<file path="src/sv/nearest_key_binary_search_assert.svh">
// ----------------------------------------------------------------------------
// nearest_key_binary_search assertion macros
// shared concurrent assertion forms, clocked on clk and held off in reset
// ----------------------------------------------------------------------------
`ifndef NEAREST_KEY_BINARY_SEARCH_ASSERT_SVH
`define NEAREST_KEY_BINARY_SEARCH_ASSERT_SVH

// consequent must hold in the same cycle as the antecedent
`define NKS_ASSERT_SAME(label, ante, cons) \
  label: assert property (@(posedge clk) disable iff (rst) (ante) |-> (cons)) \
    else $error("nks assertion failed");

// consequent must hold in the cycle after the antecedent
`define NKS_ASSERT_NEXT(label, ante, cons) \
  label: assert property (@(posedge clk) disable iff (rst) (ante) |=> (cons)) \
    else $error("nks assertion failed");

`endif

</file>
<file path="src/sv/nks_pkg.sv">
// ----------------------------------------------------------------------------
// nks_pkg
// shared widths, item kind codes and controller/datapath signal groups
// ----------------------------------------------------------------------------
package nks_pkg;

  localparam int TABLE_DEPTH = 4096;
  localparam int IDX_W       = $clog2(TABLE_DEPTH);
  localparam int CNT_W       = IDX_W + 1;
  localparam int INDEX_W     = 12;
  localparam int KEY_W       = 48;
  localparam int WORD_W      = 32;
  localparam int DIFF_W      = KEY_W + 1;

  // absolute key difference must be strictly below this to count as a hit
  localparam logic [DIFF_W-1:0] DIFF_LIMIT = DIFF_W'(64'd100000000000000);

  // item kind codes
  localparam logic [1:0] KIND_APPEND = 2'd0;
  localparam logic [1:0] KIND_QUERY  = 2'd1;
  localparam logic [1:0] KIND_CLEAR  = 2'd2;

  // stored table entry
  typedef struct packed {
    logic [KEY_W-1:0]  key;
    logic [WORD_W-1:0] value;
    logic [WORD_W-1:0] tag;
  } entry_t;

  // controller to datapath commands
  typedef struct packed {
    logic append;
    logic clear;
    logic load;
    logic start;
    logic probe;
    logic emit;
  } ctrl_cmd_t;

  // datapath to controller status
  typedef struct packed {
    logic range_empty;
    logic probe_last;
    logic out_free;
  } dp_stat_t;

endpackage

</file>
<file path="src/sv/nks_ctrl.sv">
// ----------------------------------------------------------------------------
// nks_ctrl
// sequencer: accepts words, steps the search one probe per cycle, emits result
// ----------------------------------------------------------------------------
module nks_ctrl
  import nks_pkg::*;
(
  input  logic       clk,
  input  logic       rst,
  input  logic       req_valid,
  input  logic [1:0] req_kind,
  output logic       req_ready,
  input  dp_stat_t   stat,
  output ctrl_cmd_t  cmd
);

  localparam logic [1:0] ST_IDLE   = 2'd0;
  localparam logic [1:0] ST_START  = 2'd1;
  localparam logic [1:0] ST_PROBE  = 2'd2;
  localparam logic [1:0] ST_FINISH = 2'd3;

  logic [1:0] state;
  logic [1:0] state_next;
  logic       accept;

  assign req_ready = (state == ST_IDLE);
  assign accept    = req_valid && req_ready;

  // next state and commands
  always_comb begin
    state_next = state;
    cmd        = '0;
    case (state)
      ST_IDLE: begin
        if (accept) begin
          case (req_kind)
            KIND_APPEND: cmd.append = 1'b1;
            KIND_CLEAR:  cmd.clear  = 1'b1;
            KIND_QUERY: begin
              cmd.load   = 1'b1;
              state_next = ST_START;
            end
            default: ;
          endcase
        end
      end
      ST_START: begin
        cmd.start  = 1'b1;
        state_next = stat.range_empty ? ST_FINISH : ST_PROBE;
      end
      ST_PROBE: begin
        cmd.probe = 1'b1;
        if (stat.probe_last) begin
          state_next = ST_FINISH;
        end
      end
      ST_FINISH: begin
        if (stat.out_free) begin
          cmd.emit   = 1'b1;
          state_next = ST_IDLE;
        end
      end
      default: state_next = ST_IDLE;
    endcase
  end

  // state register
  always_ff @(posedge clk) begin
    if (rst) begin
      state <= ST_IDLE;
    end else begin
      state <= state_next;
    end
  end

endmodule

</file>
<file path="config.mk">
export PLATFORM = sky130hd
export DESIGN_NAME = nks_ctrl
export DESIGN_NICKNAME = d
export VERILOG_FILES = /design/src/sv/nearest_key_binary_search_assert.svh /design/src/sv/nks_pkg.sv /design/src/sv/nks_ctrl.sv
export SDC_FILE = /design/constraint.sdc
export NUM_CORES = 1
export LEC_CHECK = 0
export ABC_AREA = 1
export BUFFER_PORTS_ARGS = -buffer_cell sky130_fd_sc_hd__buf_2
export CAP_MARGIN = 20
export CORE_AREA = 3 3 40 42
export DETAILED_ROUTE_END_ITERATION = 7
export DIE_AREA = 0 0 43 45
export GPL_ROUTABILITY_DRIVEN = 0
export REMOVE_ABC_BUFFERS = 1
export SLEW_MARGIN = 20
export SYNTH_ARGS = -nofsm -noshare
export SYNTH_HDL_FRONTEND = slang
export SYNTH_SLANG_ARGS = --single-unit
</file>
<file path="constraint.sdc">
create_clock -name clk -period 2.45 [get_ports clk]
set_clock_uncertainty 0.15 [all_clocks]
set_input_delay 0.1225 -clock clk [delete_from_list [all_inputs] [get_ports clk]]
set_output_delay 0.1225 -clock clk [all_outputs]
set_load 0.01 [all_outputs]
</file>
Yosys cells after proc, flatten, opt, wreduce, memory -nomap -nowiden:

Cells that the tools add are included.

* register bits: 2
* output and inout port bits: 7
* input port bits: 8
* word-level logic and storage cells: 29

* reductions and logical operators: 4
* equality and inequality tests: 9
* mux-type cells: 15

Operators by type and width (count)
* 2-to-1 mux 1 bit: 8
* 2-to-1 mux 2 bit: 4
* one-hot mux 2 bit (4 select lines): 1
* == test 2 bit (second input constant): 3
* 2-to-1 mux 3 bit: 2
* == test 2 x 1 -> 1 bit (second input constant): 2
* zero test 2 bit: 2
* != test 2 x 1 -> 1 bit (second input constant): 2
* != test 2 bit (second input constant): 2
* AND reduction 4 bit: 1
* logical AND 1 bit: 1

Longest topological paths before layout:

Gate-level depths: netlist (run 1).

* depth after elaboration: 4
* gate-level depth with buffers: 9
* mapped depth without buffers: 9

Worst setup path before layout (run 1):

OpenSTA, ideal clock, no wires.

* path kind: register to output
* start point: reg state[0]
* end point: out cmd[4] (netlist name)
* cell stages (with the launch flop): 5
* setup slack: 0.943 ns
* buffers on the path: 0
* arrival: 1.235 ns
* required time: 2.178 ns
* cells stage by stage: dfxtp_1 inv_1 ha_1 inv_1 nor4_1

RTL lines
* start: declaration: RTL line nks_ctrl.sv:22 `logic [1:0] state;`
* start signal: assignment: RTL line nks_ctrl.sv:72 `state <= state_next;`
* end: declaration: RTL line nks_ctrl.sv:14 `output ctrl_cmd_t cmd`

==> flow_summary.yaml, run 1 <==
hold_path:
  hold_path.class: "input port to flip-flop"
  cell_depth_of_the_worst_hold_path: 5
layout:
  largestRegisters: "state x2"
  finish.instance_area_um2: 386.6
  post-route-util_pct: 30.09
  num_antenna_cells: 0
  largest_reg_flops: 2
  post_route_cells_drive_above_1_share_pct: 38.33
  total_number_of_nets_in_the_final_design: 75
  filler_cell_count_in_the_final_layout: 151
  registers.top_by_ff_count: "state"
  areaGrowthSynthToFinish_pct: 45.76
flow_run:
  maxCapViolCount: 0
die:
  die_area_um2: 1935
  die-height_um: 45
  initial_core_util_pct: 20.64
  io-pin-count: 15
  placement_rows: 13
  chipWidth_um: 43
  core_area_um2: 1285
worst_setup_path:
  worst-endpoint-arrival_ns: 1.43
  worstSetupPathType: "flip-flop to output pin"
  critical_path_peak_fanout: 5
  r2r_setup_slack_ns: 1.01
  setup.worst_path.start_class: "flip-flop"
  reg2regPathDepth: 8
  worst-endpoint-required_ns: 2.18
  worstSetupEndpointType: "output pin"
timing:
  max_freq_mhz: 588.6
  timing.setup.tns_ns: 0
  worstMarginPinSlew_ns: 0.2117
  setup-violations-final: 0
  layout_worst_path_cycle_share_pct: 69.34
  grt_setup_unrepaired: "no"
  hold_viol_final: 0
  time_the_worst_path_needs_with_i_o_delays_and_setup_ns: 1.699
  maxSlewViolCount: 0
  worst_slew_margin_rel_pct: 85.76
power:
  pwr-share-clk_pct: 18.2
  power.net_switching_uw: 192.7
  comb_power_share_pct: 65.3
  internal_power_uw: 205.6
  power_density_nw_per_um2: 1030
  seqPwrFrac_pct: 16.5
  total_power_consumption_uw: 398.3
  worst_ir_drop_vdd_mv: 0.4042
  switching_share_pct: 48.38
  power_leakage_uw: 0.0002408
place:
  dpl-instance-area_um2: 354.1
  dpl.hpwl_um: 513.9
  port-buffer-count: 14
detailed_routing:
  routed_via_density: 3.947
  drt_pre_antenna_iters: 1
  drt_iter0_markers: 0
  drc_errors: 0
  totalWireLength_um: 568
  antenna_violating_nets_post_route: 0
  wl_per_cell_um: 7.573
  detailroute.via_count: 296
global_routing:
  pin_count_of_the_biggest_net_entering_global_routing: 6
  global_route_usage_over_all_layers_pct: 6.656
  grt_overflow: 0
  grt_antenna_before_repair: 0
  grt_pass1_vias: 268
  first_pass_grt_wire_length_um: 952
logic_synthesis:
  netlist.top_cell.by_area: "sky130_fd_sc_hd__ha_1"
  yosysSeqAreaShare_pct: 15.09
  post_synth_inst_count: 42
  synth_largest_type_area_fraction_pct: 23.58
  yosys_register_bits: 2
  largest_cells_by_area_after_synthesis: "sky130_fd_sc_hd__ha_1 24%, sky130_fd_sc_hd__inv_1 16%, sky130_fd_sc_hd__dfxtp_1 15%"
  yosysWarningCount: 0
  syn-mean-instance-area_um2: 6.316
  synthesis.area_um2: 265.3
  synthDistinctLibCells: 12
clock_network:
  clock-sinks: 2
  htree_levels: 1
  post_cts_setup_repair_buffer_count: 0
  cts.reportedPaths.clkPinSlew_ns: 0.03
  tritoncts_clock_tree: "done"
  cts.root.buffer_cell: "sky130_fd_sc_hd__clkbuf_4"
  worst_skew_pair.late_latency_ns: 0.22
  cts_max_path_buffers: 2
  cts_buffers: 3
run_status:
  status: "complete, no violations"
-- power by group through the flow --
stage,Sequential (µW),Combinational (µW),Clock [µW]
detailed placement,66.3,263,0
floorplan,62.6,200,0
CTS,65.8,265,77.3
global placement,65.3,264,0
global route,68.9,306,80.5
finish,65.6,260,72.5
-- cells by family (layout without fill, tap and decap cells) --
| group | count (synthesis) | after routing | synth area share [%] |
|---|---|---|---|
| compound gates | 1 | 1 | 1.885 |
| simple gates | 23 | 23 | 43.86 |
| buf+inv | 11 | 29 | 15.57 |
| fa+ha+maj | 5 | 5 | 23.58 |
| flops | 2 | 2 | 15.09 |
-- critical path, cell delays in order (launching register included) --
cell,delay [ns]
sky130_fd_sc_hd__dfxtp_1,0.33
sky130_fd_sc_hd__inv_1,0.13
sky130_fd_sc_hd__ha_1,0.24
sky130_fd_sc_hd__inv_1,0.09
sky130_fd_sc_hd__nor4_1,0.25
sky130_fd_sc_hd__buf_2,0.17
-- stage by stage --
step | setup slack [ns] | std cells | hold slack, ns
after floorplan | 0.9425 | 42 | 0.1280
after global placement | 0.9847 | 71 | 0.2181
after detailed placement | 0.9629 | 71 | 0.2221
after CTS | 0.7182 | 75 | 0.1306
after global routing | 0.5776 | 75 | 0.1524
final | 0.7511 | 75 | 0.1276
-- path summary, 6_finish.rpt --
check	start	to
hold reg to reg	state[0]$_SDFFE_PP0P_	state[0]$_SDFFE_PP0P_
hold / removal	stat[2]	state[0]$_SDFFE_PP0P_
setup reg to reg	state[0]$_SDFFE_PP0P_	state[1]$_SDFFE_PP0P_
setup / recovery	state[0]$_SDFFE_PP0P_	cmd[4]
-- cell type report --
cell class                      instances  area (µm²)  area share (%)
Multi-Input combinational cell         29       183.9           47.57
Timing Repair Buffer                   15       80.08           20.71
Inverter                               11       41.29           10.68
Sequential cell                         2       40.04           10.36
Clock buffer                            3       22.52           5.825
Tap cell                               15       18.77           4.854
-- synth_stat cells --
cell type                 instances
sky130_fd_sc_hd__nor2_1           5
sky130_fd_sc_hd__dfxtp_1          2
sky130_fd_sc_hd__ha_1             5
sky130_fd_sc_hd__nor4_1           2
sky130_fd_sc_hd__a21oi_1          1
sky130_fd_sc_hd__nand2_1          6
sky130_fd_sc_hd__nor2_2           1
sky130_fd_sc_hd__nor2_4           1
sky130_fd_sc_hd__inv_1           11
sky130_fd_sc_hd__nor3_1           1
sky130_fd_sc_hd__nand2_2          4
sky130_fd_sc_hd__nand3_1          3
-- routing by layer --
metal,global-route usage (%),share of wire (%)
met5,0,0
met4,7.229,2.5
met3,0.3984,3.5
met2,11.98,53
met1,6.490,40
-- cell usage in the layout, fill, tap and decap left out --
master and n:
sky130_fd_sc_hd__nand2_2 4, sky130_fd_sc_hd__nor2_2 1, sky130_fd_sc_hd__nand2_1 6, sky130_fd_sc_hd__nand3_1 3
sky130_fd_sc_hd__nor3_1 1, sky130_fd_sc_hd__dlygate4sd3_1 1, sky130_fd_sc_hd__dfxtp_1 2, sky130_fd_sc_hd__buf_2 14
sky130_fd_sc_hd__nor2_4 1, sky130_fd_sc_hd__nor4_1 2, sky130_fd_sc_hd__clkbuf_4 3, sky130_fd_sc_hd__nor2_1 5
sky130_fd_sc_hd__inv_1 11, sky130_fd_sc_hd__a21oi_1 1, sky130_fd_sc_hd__ha_1 5
-- what timing repair did --
item                                    4_1_cts  5_1_grt
gates resized for setup                       0        0
endpoints found under the setup margin        0        0
endpoints found under the hold margin         2        0
hold buffers                                  1        0
Power figures use the tool's default switching activity.
==> run 2, diff against run 1 <==
--- a/config.mk
+++ b/config.mk
@@ -5,7 +5,7 @@
 export SDC_FILE = /design/constraint.sdc
 export NUM_CORES = 1
 export LEC_CHECK = 0
-export ABC_AREA = 1
+export ABC_AREA = 0
 export BUFFER_PORTS_ARGS = -buffer_cell sky130_fd_sc_hd__buf_2
 export CAP_MARGIN = 20
 export CORE_AREA = 3 3 40 42
==> constraint.sdc (replaced) <==
create_clock -name clk -period 1.5 [get_ports clk]
set_clock_uncertainty 0.15 [all_clocks]
set_input_delay 0.075 -clock clk [delete_from_list [all_inputs] [get_ports clk]]
set_output_delay 0.075 -clock clk [all_outputs]
set_load 0.01 [all_outputs]
==> run 2 against run 1 <==
  * The run now ends with setup timing left
  * Critical path depth unchanged
  * Clock power up 61%
  * Global-route usage is 0.74 points higher
  * Combinational power up 13%
  * Synthesized cell count fell by 38%
  * Die area unchanged
  * Via count rose by 0.34%
  * First-iteration DRC count is 1 higher
  * Wire length up 13%
  * Sequential share of layout area decreased by 1.6 points
  * Worst hold slack better by 0.066 ns
  * Critical path type is now flip-flop to flip-flop
  * Critical endpoint is now state[0]$_SDFFE_PP0P_
  * Largest cell class unchanged
  * Highest routed layer is now met3
==> flow_summary.yaml, run 2 <==
layout:
  total_number_of_nets_in_the_final_design: 68
  areaGrowthSynthToFinish_pct: 119.8
  num_antenna_cells: 0
  registers.top_by_ff_count: "state"
  post-route-util_pct: 40.02
  mostFrequentLayoutCells: "14 x sky130_fd_sc_hd__buf_2, 6 x sky130_fd_sc_hd__buf_4"
  largestRegisters: "state x2"
  post_route_cells_drive_above_1_share_pct: 75.47
  largest_reg_flops: 2
  filler_cell_count_in_the_final_layout: 143
  layout.cells.most_common: "sky130_fd_sc_hd__buf_2"
timing:
  worstMarginPinSlew_ns: 0.2450
  hold_viol_final: 0
  worst_slew_margin_rel_pct: 83.57
  max_freq_mhz: 614.7
  time_the_worst_path_needs_with_i_o_delays_and_setup_ns: 1.627
  maxSlewViolCount: 0
  final_critical_path_setup_slack_ns: -0.1268
  layout_worst_path_cycle_share_pct: 108.5
  whs_ns: 0.1939
  grt_setup_unrepaired: "yes"
  setup-violations-final: 4
die:
  core_area_um2: 1285
  die_area_um2: 1935
  placement_rows: 13
  io-pin-count: 15
  chipWidth_um: 43
  die-height_um: 45
  initial_core_util_pct: 18.21
power:
  internal_power_uw: 319.0
  seqPwrFrac_pct: 15.8
  comb_power_share_pct: 60.3
  pwr-share-clk_pct: 24.0
  power_leakage_uw: 0.0002462
  power_density_nw_per_um2: 950.4
  total_power_consumption_uw: 488.8
  worst_ir_drop_vdd_mv: 0.3742
  power.net_switching_uw: 169.7
  switching_share_pct: 34.73
place:
  port-buffer-count: 14
  dpl.hpwl_um: 500.4
logic_synthesis:
  syn-mean-instance-area_um2: 8.999
  yosysWarningCount: 0
  yosysMostFrequentCell: "sky130_fd_sc_hd__ha_1"
  async_flop_share_pct: 0
  synthesis.area_um2: 234.0
  synth_largest_type_area_fraction_pct: 26.74
  synthDistinctLibCells: 17
  number_of_synthesized_flops_with_an_enable_pin: 0
  top_flip_flop_cell_by_instance_count_after_synthesis: "sky130_fd_sc_hd__dfxtp_1"
  yosysSeqAreaShare_pct: 17.11
  netlist.top_cell.by_area: "sky130_fd_sc_hd__ha_1"
  yosys_register_bits: 2
  post_synth_inst_count: 26
  largest_cells_by_area_after_synthesis: "sky130_fd_sc_hd__ha_1 27%, sky130_fd_sc_hd__dfxtp_1 17%, sky130_fd_sc_hd__nand2b_1 8.0%"
  top_cells_by_count_synth: "5 x sky130_fd_sc_hd__ha_1, 3 x sky130_fd_sc_hd__nand2b_1, 2 x sky130_fd_sc_hd__dfxtp_1, 2 x sky130_fd_sc_hd__inv_1, 2 x sky130_fd_sc_hd__nor3_1"
global_routing:
  global_route_usage_over_all_layers_pct: 7.398
  grt_antenna_before_repair: 0
  first_pass_grt_wire_length_um: 1028
  grt_pass1_vias: 273
  pin_count_of_the_biggest_net_entering_global_routing: 5
  grt_overflow: 0
clock_network:
  cts.reportedPaths.clkPinSlew_ns: 0.03
  cts.root.buffer_cell: "sky130_fd_sc_hd__clkbuf_4"
  cts_max_path_buffers: 2
  worst_skew_pair.late_latency_ns: 0.22
  tritoncts_clock_tree: "done"
  clock-sinks: 2
  htree_levels: 1
  cts_buffers: 3
detailed_routing:
  routed_via_density: 4.368
  antenna_violating_nets_post_route: 0
  drt_pre_antenna_iters: 2
  drc_errors: 0
  drt_iter0_markers: 1
  totalWireLength_um: 644
  detailroute.via_count: 297
  wl_per_cell_um: 9.471
hold_path:
  cell_depth_of_the_worst_hold_path: 4
  hold_path.class: "input port to flip-flop"
  worst_hold_path.endpoint: "state[0]$_SDFFE_PP0P_"
  hold_path_startpoint: "stat[1]"
worst_setup_path:
  reg2regPathDepth: 5
  setup.worst_path.start_class: "flip-flop"
  r2r_path_end: "state[0]$_SDFFE_PP0P_"
  crit_chain: "inv_4 -> ha_4 -> nor2b_4 -> a2111o_1 -> a221oi_2"
  critical_path_peak_fanout: 4
  worst-endpoint-arrival_ns: 1.60
  worstSetupPathType: "flip-flop to flip-flop"
  slowest_delay_ns: 0.42
  regToRegStartpoint: "state[1]$_SDFFE_PP0P_"
  worst-endpoint-required_ns: 1.48
  r2r_setup_slack_ns: -0.13
  slowest_stage: "sky130_fd_sc_hd__a2111o_1"
  worstSetupEndpointType: "flip-flop"
  crit_start: "state[1]$_SDFFE_PP0P_"
flow_run:
  maxCapViolCount: 0
run_status:
  failing_checks: "setup timing"
  status: "finished, violations left"
run 2: cell count changes in the layout (fill, tap and decap cells not counted), moves of 4 or more:
cell,before,now
sky130_fd_sc_hd__buf_4,0,6
sky130_fd_sc_hd__nand2_1,6,0
sky130_fd_sc_hd__ha_1,5,1
sky130_fd_sc_hd__inv_1,11,0
sky130_fd_sc_hd__nand2_2,4,0
sky130_fd_sc_hd__nor2_1,5,0
run 2: worst max path at each step:
stage                                        to  slack, ns  depth (start not counted)
final                     state[0]$_SDFFE_PP0P_      -0.13                          5
after global routing      state[0]$_SDFFE_PP0P_      -0.18                          5
after CTS                 state[0]$_SDFFE_PP0P_      -0.18                          5
after detailed placement  state[0]$_SDFFE_PP0P_      -0.28                          5
after global placement    state[0]$_SDFFE_PP0P_      -0.25                          5
after floorplan           state[0]$_SDFFE_PP0P_      -0.20                          5
run 2: per-layer routing:
layer | global-route usage (%) | wire length (µm) | vias up
li1 | - | - | 149
met1 | 7.674 | 245 | 135
met2 | 11.98 | 327 | 13
met3 | 1.992 | 71 | 0
met4 | 7.229 | 0 | 0
met5 | 0 | 0 | -
run 2: metrics by stage:
step	std cells	setup slack (ns)	cell area, µm²	setup TNS, ns
after floorplan	26	-0.2005	234.0	-0.3048
after global placement	62	-0.2528	375.4	-0.3718
after detailed placement	62	-0.2757	375.4	-0.4274
after CTS	67	-0.1770	476.7	-0.3730
after global routing	68	-0.1824	514.2	-0.5919
final	68	-0.1268	514.2	-0.2284
run 2: repair_timing:
action / CTS / global route
pin swaps: 4 / 3
gates resized for setup: 14 / 9
setup endpoints to repair: 6 / 5
hold buffers: 1 / 0
buffers inserted: 1 / 1
endpoints found under the hold margin: 2 / 0
run 2: area by class of cell:
cell class / count / area (µm²) / share of cell area (%)
sequential: 2 / 45.04 / 8.759
inverter: 2 / 12.51 / 2.433
multi-input combinational: 22 / 256.5 / 49.88
tap: 15 / 18.77 / 3.650
timing repair buffer: 24 / 158.9 / 30.90
clock buffer: 3 / 22.52 / 4.380
run 2: worst max-delay path, delay by kind of cell, from the launching register on:
family	cells	cell delay [ns]
compound gates	2	0.70
fa+ha+maj	1	0.15
buf+inv	1	0.04
flops	1	0.37
simple gates	1	0.12
run 2: cell families after synthesis:
logic type / after synthesis / synth area share, %
flip-flops: 2 / 17.11
AO/OA/AOI/OAI: 3 / 14.44
buffers and inverters: 2 / 3.210
adder cells (fa/ha/maj): 5 / 26.74
AND/OR/NAND/NOR: 13 / 34.23
multiplexers: 1 / 4.278
run 2: power by group through the flow:
stage               registers, µW  logic, µW  clock network (µW)
finish                       77.1        295                 117
global route                 78.9        328                 126
CTS                          73.4        266                 127
detailed placement           70.0        211                   0
global placement             69.3        207                   0
floorplan                    71.1        111                   0
==> run 3, diff against run 2 <==
--- a/config.mk
+++ b/config.mk
@@ -8,10 +8,13 @@
 export ABC_AREA = 0
 export BUFFER_PORTS_ARGS = -buffer_cell sky130_fd_sc_hd__buf_2
 export CAP_MARGIN = 20
+export CELL_PAD_IN_SITES_DETAIL_PLACEMENT = 1
+export CELL_PAD_IN_SITES_GLOBAL_PLACEMENT = 1
 export CORE_AREA = 3 3 40 42
 export DETAILED_ROUTE_END_ITERATION = 7
 export DIE_AREA = 0 0 43 45
 export GPL_ROUTABILITY_DRIVEN = 0
+export PLACE_DENSITY_LB_ADDON = 0.1
 export REMOVE_ABC_BUFFERS = 1
 export SLEW_MARGIN = 20
 export SYNTH_ARGS = -nofsm -noshare
==> run 3 against run 2 <==
  * The flow still finishes with violations (setup timing)
  * Critical path type unchanged
  * Utilization up 3.4 points
  * Critical path depth unchanged
  * Worst hold slack better by 0.018 ns
  * Largest cell class unchanged
==> flow_summary.yaml, run 3 (same netlist as run 2, synthesis figures left out) <==
hold_path:
  hold_path_startpoint: "stat[1]"
  hold_path.class: "input port to flip-flop"
  worst_hold_path.endpoint: "state[0]$_SDFFE_PP0P_"
  cell_depth_of_the_worst_hold_path: 4
place:
  dpl-instance-area_um2: 367.9
  pre_cts_slack_ns: -0.2383
  dpl.hpwl_um: 629.1
  port-buffer-count: 14
layout:
  mostFrequentLayoutCells: "14 x sky130_fd_sc_hd__buf_2, 9 x sky130_fd_sc_hd__buf_4, 4 x sky130_fd_sc_hd__ha_4, 4 x sky130_fd_sc_hd__buf_6"
  total_number_of_nets_in_the_final_design: 72
  post_route_cells_drive_above_1_share_pct: 77.19
  filler_cell_count_in_the_final_layout: 144
  registers.top_by_ff_count: "state"
  post-route-util_pct: 43.43
  ff_latch_area_um2: 42.54
  finish.instance_area_um2: 558.0
  largestRegisters: "state x2"
  num_antenna_cells: 0
  areaGrowthSynthToFinish_pct: 138.5
  largest_reg_flops: 2
  layout.cells.most_common: "sky130_fd_sc_hd__buf_2"
  multiInputGateArea_um2: 271.5
clock_network:
  cts_max_path_buffers: 2
  clock-sinks: 2
  cts_buffers: 3
  worst_skew_pair.late_latency_ns: 0.23
  cts.root.buffer_cell: "sky130_fd_sc_hd__clkbuf_4"
  tritoncts_clock_tree: "done"
  cts.reportedPaths.clkPinSlew_ns: 0.03
  htree_levels: 1
timing:
  max_freq_mhz: 612.7
  layout_worst_path_cycle_share_pct: 108.8
  worstMarginPinSlew_ns: 0.2738
  hold_viol_final: 0
  final_critical_path_setup_slack_ns: -0.1322
  time_the_worst_path_needs_with_i_o_delays_and_setup_ns: 1.632
  maxSlewViolCount: 0
  worst_slew_margin_rel_pct: 81.61
  grt_setup_unrepaired: "yes"
  setup-violations-final: 5
global_routing:
  grt_pass1_vias: 335
  grt_antenna_before_repair: 0
  pin_count_of_the_biggest_net_entering_global_routing: 5
  grt_overflow: 0
  global_route_usage_over_all_layers_pct: 10.64
  first_pass_grt_wire_length_um: 1442
die:
  die-height_um: 45
  io-pin-count: 15
  die_area_um2: 1935
  placement_rows: 13
  chipWidth_um: 43
  initial_core_util_pct: 18.21
  core_area_um2: 1285
power:
  total_power_consumption_uw: 548.9
  power_leakage_uw: 0.0002680
  power_density_nw_per_um2: 983.6
  worst_ir_drop_vdd_mv: 0.4723
worst_setup_path:
  slowest_delay_ns: 0.44
  critPathBufInv: 1
  r2r_setup_slack_ns: -0.13
  reg2regPathDepth: 5
  worstSetupPathType: "flip-flop to flip-flop"
  worst-endpoint-required_ns: 1.49
  regToRegStartpoint: "state[0]$_SDFFE_PP0P_"
  crit_chain: "inv_4 -> ha_4 -> nor2b_4 -> a2111o_1 -> a221oi_2"
  critical_path_peak_fanout: 4
  worst-endpoint-arrival_ns: 1.62
  slowest_stage: "sky130_fd_sc_hd__a2111o_1"
  worstSetupEndpointType: "flip-flop"
  r2r_path_end: "state[0]$_SDFFE_PP0P_"
  critPathTopFamily: "compound AO/OA/AOI/OAI gates"
  setup.worst_path.start_class: "flip-flop"
detailed_routing:
  totalWireLength_um: 969
  drt_pre_antenna_iters: 1
  antenna_violating_nets_post_route: 0
  drt_iter0_markers: 0
  drc_errors: 0
  routed_via_density: 4.306
  wl_per_cell_um: 13.46
  detailroute.via_count: 310
run_status:
  status: "finished, violations left"
  failing_checks: "setup timing"
flow_run:
  maxCapViolCount: 0
==> run 3: worst min-delay path, stage by stage <==
cell                       delay (ns)
sky130_fd_sc_hd__buf_2           0.11
sky130_fd_sc_hd__nor2b_4         0.11
sky130_fd_sc_hd__a2111o_1        0.17
sky130_fd_sc_hd__a221oi_2        0.08
==> run 3: final cells by class <==
class                      count  area share, %
inverter                       2          1.794
tap                           15          3.363
timing repair buffer          28          34.53
clock buffer                   3          4.036
sequential                     2          7.623
multi-input combinational     22          48.65
==> run 3: worst max path at each step <==
stage	slack (ns)	from	cells past startpoint	end
2_1_floorplan	-0.20	state[0]$_SDFFE_PP0P_	5	state[0]$_SDFFE_PP0P_
3_3_place_gp	-0.21	state[0]$_SDFFE_PP0P_	5	state[0]$_SDFFE_PP0P_
3_5_place_dp	-0.24	state[0]$_SDFFE_PP0P_	5	state[0]$_SDFFE_PP0P_
4_1_cts	-0.17	state[0]$_SDFFE_PP0P_	5	state[0]$_SDFFE_PP0P_
5_1_grt	-0.19	state[0]$_SDFFE_PP0P_	7	cmd[5]
6_report	-0.13	state[0]$_SDFFE_PP0P_	5	state[0]$_SDFFE_PP0P_
==> run 3: timing repair <==
| item | in CTS | in global routing |
|---|---|---|
| pin swaps | 4 | 3 |
| resized for setup | 15 | 9 |
| hold buffers | 1 | 0 |
| endpoints found under the setup margin | 6 | 5 |
| setup buffers | 3 | 4 |
| hold endpoints to repair | 1 | 0 |
| gates cloned | 0 | 0 |
==> run 3: per-layer routing <==
layer	global-route usage, %	share of wire (%)	up-vias
met5	0	0	-
met4	9.036	1.5	0
met3	1.594	3.7	2
met2	19.16	59	9
met1	10.79	36	143
li1	-	-	156
==> run 3: power breakdown <==
| group | total [µW] | internal [µW] | switching (µW) |
|---|---|---|---|
| combinational | 354 | 199 | 155 |
| sequential | 74.6 | 64.9 | 9.72 |
| clock | 121 | 88.4 | 32.2 |
| total | 549 | 352 | 197 |
==> run 3: metrics by stage <==
step	cells	setup TNS, ns	hold WS [ns]
after global placement	61	-0.3175	0.1117
after floorplan	26	-0.3048	-0.008754
final	72	-0.4053	0.2118
after CTS	68	-0.4615	0.1985
after detailed placement	61	-0.4175	0.1168
after global routing	72	-0.8354	0.2244
